--- src/sv/trc_pkg.sv ---
// ----------------------------------------------------------------------------
// trc_pkg
// Shared types and constants of the telemetry ring with acknowledge cursor.
// ----------------------------------------------------------------------------
package trc_pkg;

   localparam int RING_DEPTH_DEF   = 64;
   localparam int PAYLOAD_BITS_DEF = 32;
   localparam int MAX_RESULTS      = 64;

   localparam logic [1:0] REQ_APPEND = 2'd0;
   localparam logic [1:0] REQ_ACK    = 2'd1;
   localparam logic [1:0] REQ_PEEK   = 2'd2;
   localparam logic [1:0] REQ_STATS  = 2'd3;

   typedef enum logic [1:0] {
      ST_IDLE,
      ST_COUNT,
      ST_EMIT,
      ST_RESP
   } state_type;

endpackage

--- src/sv/telemetry_ring_with_ack_cursor_unit.sv ---
// ----------------------------------------------------------------------------
// telemetry_ring_with_ack_cursor_unit
// Overwriting telemetry ring with a downlink acknowledge cursor.
// ----------------------------------------------------------------------------
// Usage:
//   req_* carries one request item (append, acknowledge, peek, stats); it is
//   taken when req_valid is high and req_stall low. rsp_* carries result
//   items through an output register; rsp_stall holds that register.
//   Rows live in a chain of cells, newest at the head. An append shifts the
//   chain once; every request then rotates the chain a full turn, one cell
//   per cycle, to count pending rows (and rows crossed by an acknowledge).
//   A peek makes a second full turn, emitting pending rows oldest first; it
//   advances only while the output register can take an item.
//   The result of an append, acknowledge or stats is loaded once the
//   counting turn ends; the rows of a peek are loaded in the second turn.
//   One request is in work at a time; req_stall is high until its last
//   result is loaded.
//   Reset clears the row count and all counters but the next sequence
//   number, which restarts at 1; row contents are not cleared. A stalled
//   receiver freezes the emitting turn where it stands.
// ----------------------------------------------------------------------------
module telemetry_ring_with_ack_cursor_unit #(
   parameter int RING_DEPTH   = trc_pkg::RING_DEPTH_DEF,
   parameter int PAYLOAD_BITS = trc_pkg::PAYLOAD_BITS_DEF
) (
   input  logic        clock,
   input  logic        reset,
   input  logic        req_valid,
   output logic        req_stall,
   input  logic [1:0]  req_type,
   input  logic [31:0] req_sample_payload,
   input  logic [31:0] req_tick_ms,
   input  logic [31:0] req_ack_through,
   input  logic [6:0]  req_peek_limit,
   output logic        rsp_valid,
   input  logic        rsp_stall,
   output logic [31:0] rsp_record_seq,
   output logic [31:0] rsp_record_time_ms,
   output logic [31:0] rsp_record_payload,
   output logic        rsp_record_valid,
   output logic        rsp_last_of_run,
   output logic [31:0] rsp_appended_total,
   output logic [31:0] rsp_dropped_total,
   output logic [31:0] rsp_downlinked_total,
   output logic [6:0]  rsp_held_rows,
   output logic [6:0]  rsp_pending_rows,
   output logic [31:0] rsp_acked_through_seq,
   output logic [31:0] rsp_next_sequence
);

   localparam int SW = (RING_DEPTH > 2) ? $clog2(RING_DEPTH) : 1;
   localparam int CW = $clog2(RING_DEPTH + 1);
   localparam int NW = (CW > 7) ? CW : 7;
   localparam logic [CW-1:0] DEPTH_C = CW'(RING_DEPTH);
   localparam logic [SW-1:0] STEP_END = SW'(RING_DEPTH - 1);
   localparam logic [6:0]    MAX_C = 7'(trc_pkg::MAX_RESULTS);

   // cell chain
   logic [31:0]             cell_seq     [RING_DEPTH];
   logic [31:0]             cell_time    [RING_DEPTH];
   logic [PAYLOAD_BITS-1:0] cell_payload [RING_DEPTH];
   logic [31:0]             head_seq;
   logic [31:0]             head_time;
   logic [PAYLOAD_BITS-1:0] head_payload;
   logic                    move;

   trc_pkg::state_type state_ff, state_in;

   logic [1:0]  type_ff;
   logic [31:0] ack_ff;
   logic [6:0]  limit_ff;
   logic [SW-1:0] step_ff, step_in;
   logic [CW-1:0] held_ff, held_in;
   logic [CW-1:0] pend_ff, pend_in;
   logic [NW-1:0] emitted_ff, emitted_in;
   logic [31:0] seq_ff, seq_in;
   logic [31:0] cursor_ff, cursor_in;
   logic [31:0] appended_ff, appended_in;
   logic [31:0] dropped_ff, dropped_in;
   logic [31:0] downlinked_ff, downlinked_in;
   logic [31:0] assigned_ff, assigned_in;

   logic        rsp_valid_ff;
   logic [31:0] rsp_seq_ff, rsp_time_ff, rsp_pay_ff;
   logic        rsp_rv_ff, rsp_last_ff;
   logic [31:0] rsp_app_ff, rsp_drop_ff, rsp_down_ff, rsp_cur_ff, rsp_next_ff;
   logic [6:0]  rsp_held_ff, rsp_pend_ff;

   logic        accept;
   logic        do_append;
   logic        out_free;
   logic        held_k;
   logic [31:0] tail_seq;
   logic [31:0] cmp_cursor;
   logic [6:0]  limit_c;
   logic [NW-1:0] num_emit;
   logic        emit_row;
   logic        load_row;
   logic        load_resp;
   logic        step_end;

   genvar g;
   generate
      for (g = 0; g < RING_DEPTH; g++) begin : g_cell
         if (g == 0) begin : g_head
            trc_cell #(.PAYLOAD_BITS(PAYLOAD_BITS)) u_cell (
               .clock       (clock),
               .move        (move),
               .seq_in      (head_seq),
               .time_in     (head_time),
               .payload_in  (head_payload),
               .seq_out     (cell_seq[g]),
               .time_out    (cell_time[g]),
               .payload_out (cell_payload[g])
            );
         end else begin : g_body
            trc_cell #(.PAYLOAD_BITS(PAYLOAD_BITS)) u_cell (
               .clock       (clock),
               .move        (move),
               .seq_in      (cell_seq[g-1]),
               .time_in     (cell_time[g-1]),
               .payload_in  (cell_payload[g-1]),
               .seq_out     (cell_seq[g]),
               .time_out    (cell_time[g]),
               .payload_out (cell_payload[g])
            );
         end
      end
   endgenerate

   assign accept    = req_valid && (state_ff == trc_pkg::ST_IDLE);
   assign do_append = accept && (req_type == trc_pkg::REQ_APPEND);
   assign req_stall = (state_ff != trc_pkg::ST_IDLE);
   assign out_free  = !rsp_valid_ff || !rsp_stall;
   assign tail_seq  = cell_seq[RING_DEPTH-1];
   assign step_end  = (step_ff == STEP_END);

   // the tail cell holds a live row once the turn has passed the empty cells
   assign held_k = (CW'(step_ff) >= (DEPTH_C - held_ff));

   assign cmp_cursor = ((type_ff == trc_pkg::REQ_ACK) && (ack_ff > cursor_ff)) ?
                       ack_ff : cursor_ff;
   assign limit_c  = (limit_ff > MAX_C) ? MAX_C : limit_ff;
   assign num_emit = (NW'(pend_ff) < NW'(limit_c)) ? NW'(pend_ff) : NW'(limit_c);
   assign emit_row = held_k && (tail_seq > cursor_ff) && (emitted_ff < num_emit);

   // next state
   always_comb begin
      state_in = state_ff;
      unique case (state_ff)
         trc_pkg::ST_IDLE: begin
            if (accept) state_in = trc_pkg::ST_COUNT;
         end
         trc_pkg::ST_COUNT: begin
            if (step_end) begin
               if ((type_ff == trc_pkg::REQ_PEEK) && (pend_in != '0) && (limit_ff != '0))
                  state_in = trc_pkg::ST_EMIT;
               else
                  state_in = trc_pkg::ST_RESP;
            end
         end
         trc_pkg::ST_EMIT: begin
            if (out_free && step_end) state_in = trc_pkg::ST_IDLE;
         end
         trc_pkg::ST_RESP: begin
            if (out_free) state_in = trc_pkg::ST_IDLE;
         end
         default: state_in = trc_pkg::ST_IDLE;
      endcase
   end

   // control and datapath
   always_comb begin
      move          = 1'b0;
      head_seq      = tail_seq;
      head_time     = cell_time[RING_DEPTH-1];
      head_payload  = cell_payload[RING_DEPTH-1];
      step_in       = step_ff;
      held_in       = held_ff;
      pend_in       = pend_ff;
      emitted_in    = emitted_ff;
      seq_in        = seq_ff;
      cursor_in     = cursor_ff;
      appended_in   = appended_ff;
      dropped_in    = dropped_ff;
      downlinked_in = downlinked_ff;
      assigned_in   = assigned_ff;
      load_row      = 1'b0;
      load_resp     = 1'b0;
      unique case (state_ff)
         trc_pkg::ST_IDLE: begin
            step_in    = '0;
            pend_in    = '0;
            emitted_in = '0;
            if (do_append) begin
               move         = 1'b1;
               head_seq     = seq_ff;
               head_time    = req_tick_ms;
               head_payload = PAYLOAD_BITS'(req_sample_payload);
               assigned_in  = seq_ff;
               seq_in       = seq_ff + 32'd1;
               appended_in  = appended_ff + 32'd1;
               if (held_ff == DEPTH_C) begin
                  // oldest row falls off the tail
                  if (tail_seq > cursor_ff) begin
                     dropped_in = dropped_ff + 32'd1;
                     cursor_in  = tail_seq;
                  end
               end else begin
                  held_in = held_ff + CW'(1);
               end
            end
         end
         trc_pkg::ST_COUNT: begin
            move    = 1'b1;
            step_in = step_end ? '0 : step_ff + SW'(1);
            if (held_k && (tail_seq > cmp_cursor)) pend_in = pend_ff + CW'(1);
            if ((type_ff == trc_pkg::REQ_ACK) && held_k &&
                (tail_seq > cursor_ff) && (tail_seq <= ack_ff))
               downlinked_in = downlinked_ff + 32'd1;
            if (step_end) cursor_in = cmp_cursor;
         end
         trc_pkg::ST_EMIT: begin
            if (out_free) begin
               move    = 1'b1;
               step_in = step_end ? '0 : step_ff + SW'(1);
               if (emit_row) begin
                  load_row   = 1'b1;
                  emitted_in = emitted_ff + NW'(1);
               end
            end
         end
         trc_pkg::ST_RESP: begin
            if (out_free) load_resp = 1'b1;
         end
         default: begin
            move = 1'b0;
         end
      endcase
   end

   always_ff @(posedge clock) begin
      if (reset) begin
         state_ff      <= trc_pkg::ST_IDLE;
         step_ff       <= '0;
         held_ff       <= '0;
         pend_ff       <= '0;
         emitted_ff    <= '0;
         seq_ff        <= 32'd1;
         cursor_ff     <= '0;
         appended_ff   <= '0;
         dropped_ff    <= '0;
         downlinked_ff <= '0;
         rsp_valid_ff  <= 1'b0;
      end else begin
         state_ff      <= state_in;
         step_ff       <= step_in;
         held_ff       <= held_in;
         pend_ff       <= pend_in;
         emitted_ff    <= emitted_in;
         seq_ff        <= seq_in;
         cursor_ff     <= cursor_in;
         appended_ff   <= appended_in;
         dropped_ff    <= dropped_in;
         downlinked_ff <= downlinked_in;
         if (load_row || load_resp)
            rsp_valid_ff <= 1'b1;
         else if (!rsp_stall)
            rsp_valid_ff <= 1'b0;
      end
   end

   always_ff @(posedge clock) begin
      assigned_ff <= assigned_in;
      if (accept) begin
         type_ff  <= req_type;
         ack_ff   <= req_ack_through;
         limit_ff <= req_peek_limit;
      end
      if (load_row || load_resp) begin
         rsp_app_ff  <= appended_ff;
         rsp_drop_ff <= dropped_ff;
         rsp_down_ff <= downlinked_ff;
         rsp_held_ff <= 7'(held_ff);
         rsp_pend_ff <= 7'(pend_ff);
         rsp_cur_ff  <= cursor_ff;
         rsp_next_ff <= seq_ff;
      end
      if (load_row) begin
         rsp_seq_ff  <= tail_seq;
         rsp_time_ff <= cell_time[RING_DEPTH-1];
         rsp_pay_ff  <= 32'(cell_payload[RING_DEPTH-1]);
         rsp_rv_ff   <= 1'b1;
         rsp_last_ff <= (emitted_ff + NW'(1) == num_emit);
      end else if (load_resp) begin
         rsp_seq_ff  <= (type_ff == trc_pkg::REQ_APPEND) ? assigned_ff : 32'd0;
         rsp_time_ff <= '0;
         rsp_pay_ff  <= '0;
         rsp_rv_ff   <= (type_ff == trc_pkg::REQ_APPEND);
         rsp_last_ff <= 1'b1;
      end
   end

   assign rsp_valid             = rsp_valid_ff;
   assign rsp_record_seq        = rsp_seq_ff;
   assign rsp_record_time_ms    = rsp_time_ff;
   assign rsp_record_payload    = rsp_pay_ff;
   assign rsp_record_valid      = rsp_rv_ff;
   assign rsp_last_of_run       = rsp_last_ff;
   assign rsp_appended_total    = rsp_app_ff;
   assign rsp_dropped_total     = rsp_drop_ff;
   assign rsp_downlinked_total  = rsp_down_ff;
   assign rsp_held_rows         = rsp_held_ff;
   assign rsp_pending_rows      = rsp_pend_ff;
   assign rsp_acked_through_seq = rsp_cur_ff;
   assign rsp_next_sequence     = rsp_next_ff;

endmodule

--- src/sv/trc_cell.sv ---
// ----------------------------------------------------------------------------
// trc_cell
// One row of the ring: takes the row of its neighbour when the chain moves.
// ----------------------------------------------------------------------------
module trc_cell #(
   parameter int PAYLOAD_BITS = trc_pkg::PAYLOAD_BITS_DEF
) (
   input  logic                    clock,
   input  logic                    move,
   input  logic [31:0]             seq_in,
   input  logic [31:0]             time_in,
   input  logic [PAYLOAD_BITS-1:0] payload_in,
   output logic [31:0]             seq_out,
   output logic [31:0]             time_out,
   output logic [PAYLOAD_BITS-1:0] payload_out
);

   logic [31:0]             seq_ff;
   logic [31:0]             time_ff;
   logic [PAYLOAD_BITS-1:0] payload_ff;

   always_ff @(posedge clock) begin
      if (move) begin
         seq_ff     <= seq_in;
         time_ff    <= time_in;
         payload_ff <= payload_in;
      end
   end

   assign seq_out     = seq_ff;
   assign time_out    = time_ff;
   assign payload_out = payload_ff;

endmodule

--- config.mk ---
export PLATFORM = sky130hd
export DESIGN_NAME = telemetry_ring_with_ack_cursor_unit
export DESIGN_NICKNAME = d
export VERILOG_FILES = /design/src/sv/trc_pkg.sv /design/src/sv/telemetry_ring_with_ack_cursor_unit.sv /design/src/sv/trc_cell.sv
export SDC_FILE = /design/constraint.sdc
export NUM_CORES = 2
export LEC_CHECK = 0
export BUFFER_PORTS_ARGS = -buffer_cell sky130_fd_sc_hd__buf_2
export CORE_AREA = 4 4 924 926
export DETAILED_ROUTE_END_ITERATION = 10
export DIE_AREA = 0 0 928 930
export GPL_TIMING_DRIVEN = 0
export PLACE_DENSITY = 0.47
export SYNTH_ARGS = -nofsm -noshare
export SYNTH_HDL_FRONTEND = slang
export SYNTH_HIERARCHICAL = 1
export SYNTH_SLANG_ARGS = --single-unit
--- constraint.sdc ---
create_clock -name clock -period 688.6 [get_ports clock]
set_clock_uncertainty 0.1 [all_clocks]
set_input_delay 0 -clock clock [delete_from_list [all_inputs] [get_ports clock]]
set_output_delay 0 -clock clock [all_outputs]
set_load 0.1 [all_outputs]
==> results.md <==
- Most common cell after layout, fill and taps aside: edfxtp_1
- Cts repair resizes: 0
- Worst Path Required: 689.29 ns
- Antenna viol nets, final: 0
- Core area: 845400 um^2
- Reg clk slew, reported paths: 0.06 ns
- Tot GR Track Use: 9.036%
- Asr flop ratio synth: 0%
- Pwr/cell area: 4.968 nW/um^2
- Int Power: 0.9727 mW
- Post-synth EDFFs: 6488
- First-pass GRT wire length: 583000 um
- Syn_nets: 8962
- Max incr delay on CP: 0.88 ns
- H-tree depth: 6
- Leak Pwr: 85.82 nW
- Via count: 83939
- Max_cap viols: 0
- Antenna violations before repair: 53
- Measured slew at the worst slew-check pin: 1.331 ns
- Hold Startpoint: req_ack_through[25]
- Drt wl/cell: 18.28 um
- Commonest non-fill, non-tap cells in the layout: edfxtp_1 (6488), clkbuf_16 (700), buf_2 (398), nand2_1 (370), dlygate4sd3_1 (228)
- Clk buf depth: 4
- Worst Hold Depth: 3
- Clk pwr share: 28.8%
- Grt ovf: 0
- Syn Std Cell Area: 210800 um^2
- Setup Viol. Count Final: 0
- Final Hold Vio Count: 0
- Total number of yosys warnings: 6
- Crit path top cell by count: buf_12
- Seq/Total Area, Yosys: 94.25%
- Overall die height: 930 um
- Comb power frac: 10.6%
- Switching part of the total power: 24.15%
- Share of cells above drive strength 1: 15.88%
- RSZ-0062 raised after global routing: no
- Minimum hold slack: 0.1458 ns
- Site row count: 338
- Iteration-0 DRC Markers: 7677
- Slew Viols, Final: 0
- Total wire length: 404200 um
- Worst Hold Class: input pin to register
- Post-synth top flop: edfxtp_1
- Netlist cell types: 76
- Critical Path End Type: register
- Number of global-route vias before repair: 82359
- Maximum fanout along the worst path: 30
- Fin nets: 10551
- Largest net degree at the start of global routing: 64
- Status: completed
- CTS Buf Count: 695
- Finished Layout Cells: 22111
- Max_slew headroom: 11.27%
- IO Count: 383
- VDD IR max: 0.002490 mV
- Clock sink count: 6679
- Post-Syn Instances: 8692
- Detail Placement HPWL: 257800 um
- Final Wtd Congestion: 0.7582
- WP data arrival: 12.60 ns
- Die span in x: 928 um
- Switching power: 0.3097 mW
- Reg2reg end: g_cell[10].g_body.u_cell/time_out[4]$_DFFE_PP_
- Final worst-path cycle share: 1.730%
- DRC: 0
- TritonCTS clock tree: done
- Layout area overhead: 22.49%
- Worst Hold End: ack_ff[25]$_DFFE_PP_
- Minimum clock period: 11.91 ns
- Final Power: 1.283 mW
- Skew-Pair Late Insertion Delay: 1.11 ns
- Worst R2R Setup Slack: 676.69 ns
- Worst r2r src: state_ff[1]$_SDFFE_PP0P_
- Kind of critical path: register to register
- First-pass detailed-route iteration total: 7
- Reg2reg path depth: 41
- # placed instances: 20576
- Die ar.: 863000 um^2
- Clock Tree Root: clkbuf_16
- FF+latch count, synth: 6679
- Via-to-Cell Ratio: 3.796
- Initial Utilization: 24.93%
- Critical path startpoint category: register
- Fmax: 83.95 MHz
- Final Core Density: 30.54%
- Port Buffers: 381
- Seq pwr share: 60.6%
- Setup TNS Final: 0 ns
- Slowest cell on crit path: clkbuf_1
- Syn avg cell area: 24.25 um^2
==> per-layer routing <==
layer	up-vias	global-route usage [%]	routed length [um]
met5	-	0	10
met1	43426	13.39	193700
met2	1671	13.26	175300
met3	800	1.821	21590
li1	38040	-	-
met4	2	2.929	13540
==> power groups by stage <==
| stage | Combinational, mW | Clock, mW | Sequential (mW) |
|---|---|---|---|
| 2_1_floorplan | 0.0631 | 0 | 3.08 |
| 3_3_place_gp | 0.0950 | 0 | 4.11 |
| 3_5_place_dp | 0.139 | 0 | 0.785 |
| 4_1_cts | 0.140 | 0.385 | 0.783 |
| 5_1_grt | 0.150 | 0.402 | 0.797 |
| 6_report | 0.137 | 0.369 | 0.777 |
==> cell type report <==
class	count	area (um^2)
buffer	132	595.6
multi-input combinational	1734	11080
tap	11220	14040
antenna	31	77.57
sequential	6679	198700
clock inverter	421	4499
clock buffer	855	18170
inverter	147	553.0
fill	80789	587200
timing repair buffer	892	10510
==> critical path: cells and delay by family, from the launching register on <==
kind                       cells  cell delay (ns)
buffers and inverters         39             9.88
AOI/OAI and AO/OA              1             0.72
DFF                            1             0.36
adders and majority gates      1             0.24
==> cells in the mapped netlist, drive strengths merged (3+ instances only) <==
cell	instances	share of area (%)
edfxtp	6488	92
nand2	372	0.67
dfxtp	191	1.8
a21oi	169	0.41
ha	161	0.96
inv	146	0.26
nor2	129	0.23
o21ai	126	0.30
clkbuf	104	0.19
nand3	91	0.22
and3	90	0.27
nand4	64	0.20
o211ai	45	0.16
xor2	43	0.18
o31ai	36	0.13
or4	36	0.13
a21o	32	0.11
or3	32	0.095
o221ai	31	0.13
xnor2	29	0.12
a31oi	28	0.083
buf	28	0.078
nor3	24	0.062
mux2i	21	0.10
and4	20	0.084
o2111ai	19	0.079
nor4	15	0.053
and2	13	0.039
o21a	13	0.047
nor2b	12	0.036
a211oi	11	0.039
mux2	9	0.048
or2	9	0.028
a211o	5	0.021
a2111oi	4	0.023
a31o	4	0.017
nor3b	4	0.014
o21bai	4	0.014
o31a	4	0.017
a221o	3	0.014
o311ai	3	0.012
o41ai	3	0.012
or3b	3	0.012
==> metrics by stage <==
step | instance area [um^2] | setup slack (ns)
5_1_grt | 258100 | 675.91
4_1_cts | 258100 | 676.37
3_3_place_gp | 226700 | 217.55
6_report | 258200 | 676.69
3_5_place_dp | 233100 | 676.35
2_1_floorplan | 210800 | 342.88
==> cells by family after synthesis <==
group / share of synthesized area, %
adder cells (fa/ha/maj): 0.9557
buffers and inverters: 0.5253
AO/OA/AOI/OAI: 1.664
multiplexers: 0.1478
flip-flops: 94.25
AND/OR/NAND/NOR: 2.163
XOR/XNOR: 0.2992
==> worst max-delay path by stage <==
stage / from / to / slack, ns
CTS: state_ff[0]$_SDFFE_PP0P_ / g_cell[10].g_body.u_cell/time_out[5]$_DFFE_PP_ / 676.37
global placement: state_ff[0]$_SDFFE_PP0P_ / g_cell[0].g_head.u_cell/payload_out[13]$_DFFE_PP_ / 217.55
detailed placement: state_ff[1]$_SDFFE_PP0P_ / g_cell[0].g_head.u_cell/payload_out[13]$_DFFE_PP_ / 676.35
floorplan: rsp_valid$_SDFFE_PP0P_ / g_cell[0].g_head.u_cell/payload_out[0]$_DFFE_PP_ / 342.88
finish: state_ff[1]$_SDFFE_PP0P_ / g_cell[10].g_body.u_cell/time_out[4]$_DFFE_PP_ / 676.69
global route: state_ff[0]$_SDFFE_PP0P_ / g_cell[6].g_body.u_cell/time_out[4]$_DFFE_PP_ / 675.91
==> timing repair <==
action	4_1_cts	5_1_grt
setup buffers	0	0
hold buffers	228	0
endpoints found under the hold margin	445	0
No activity file was read; power rests on OpenSTA's default activity.
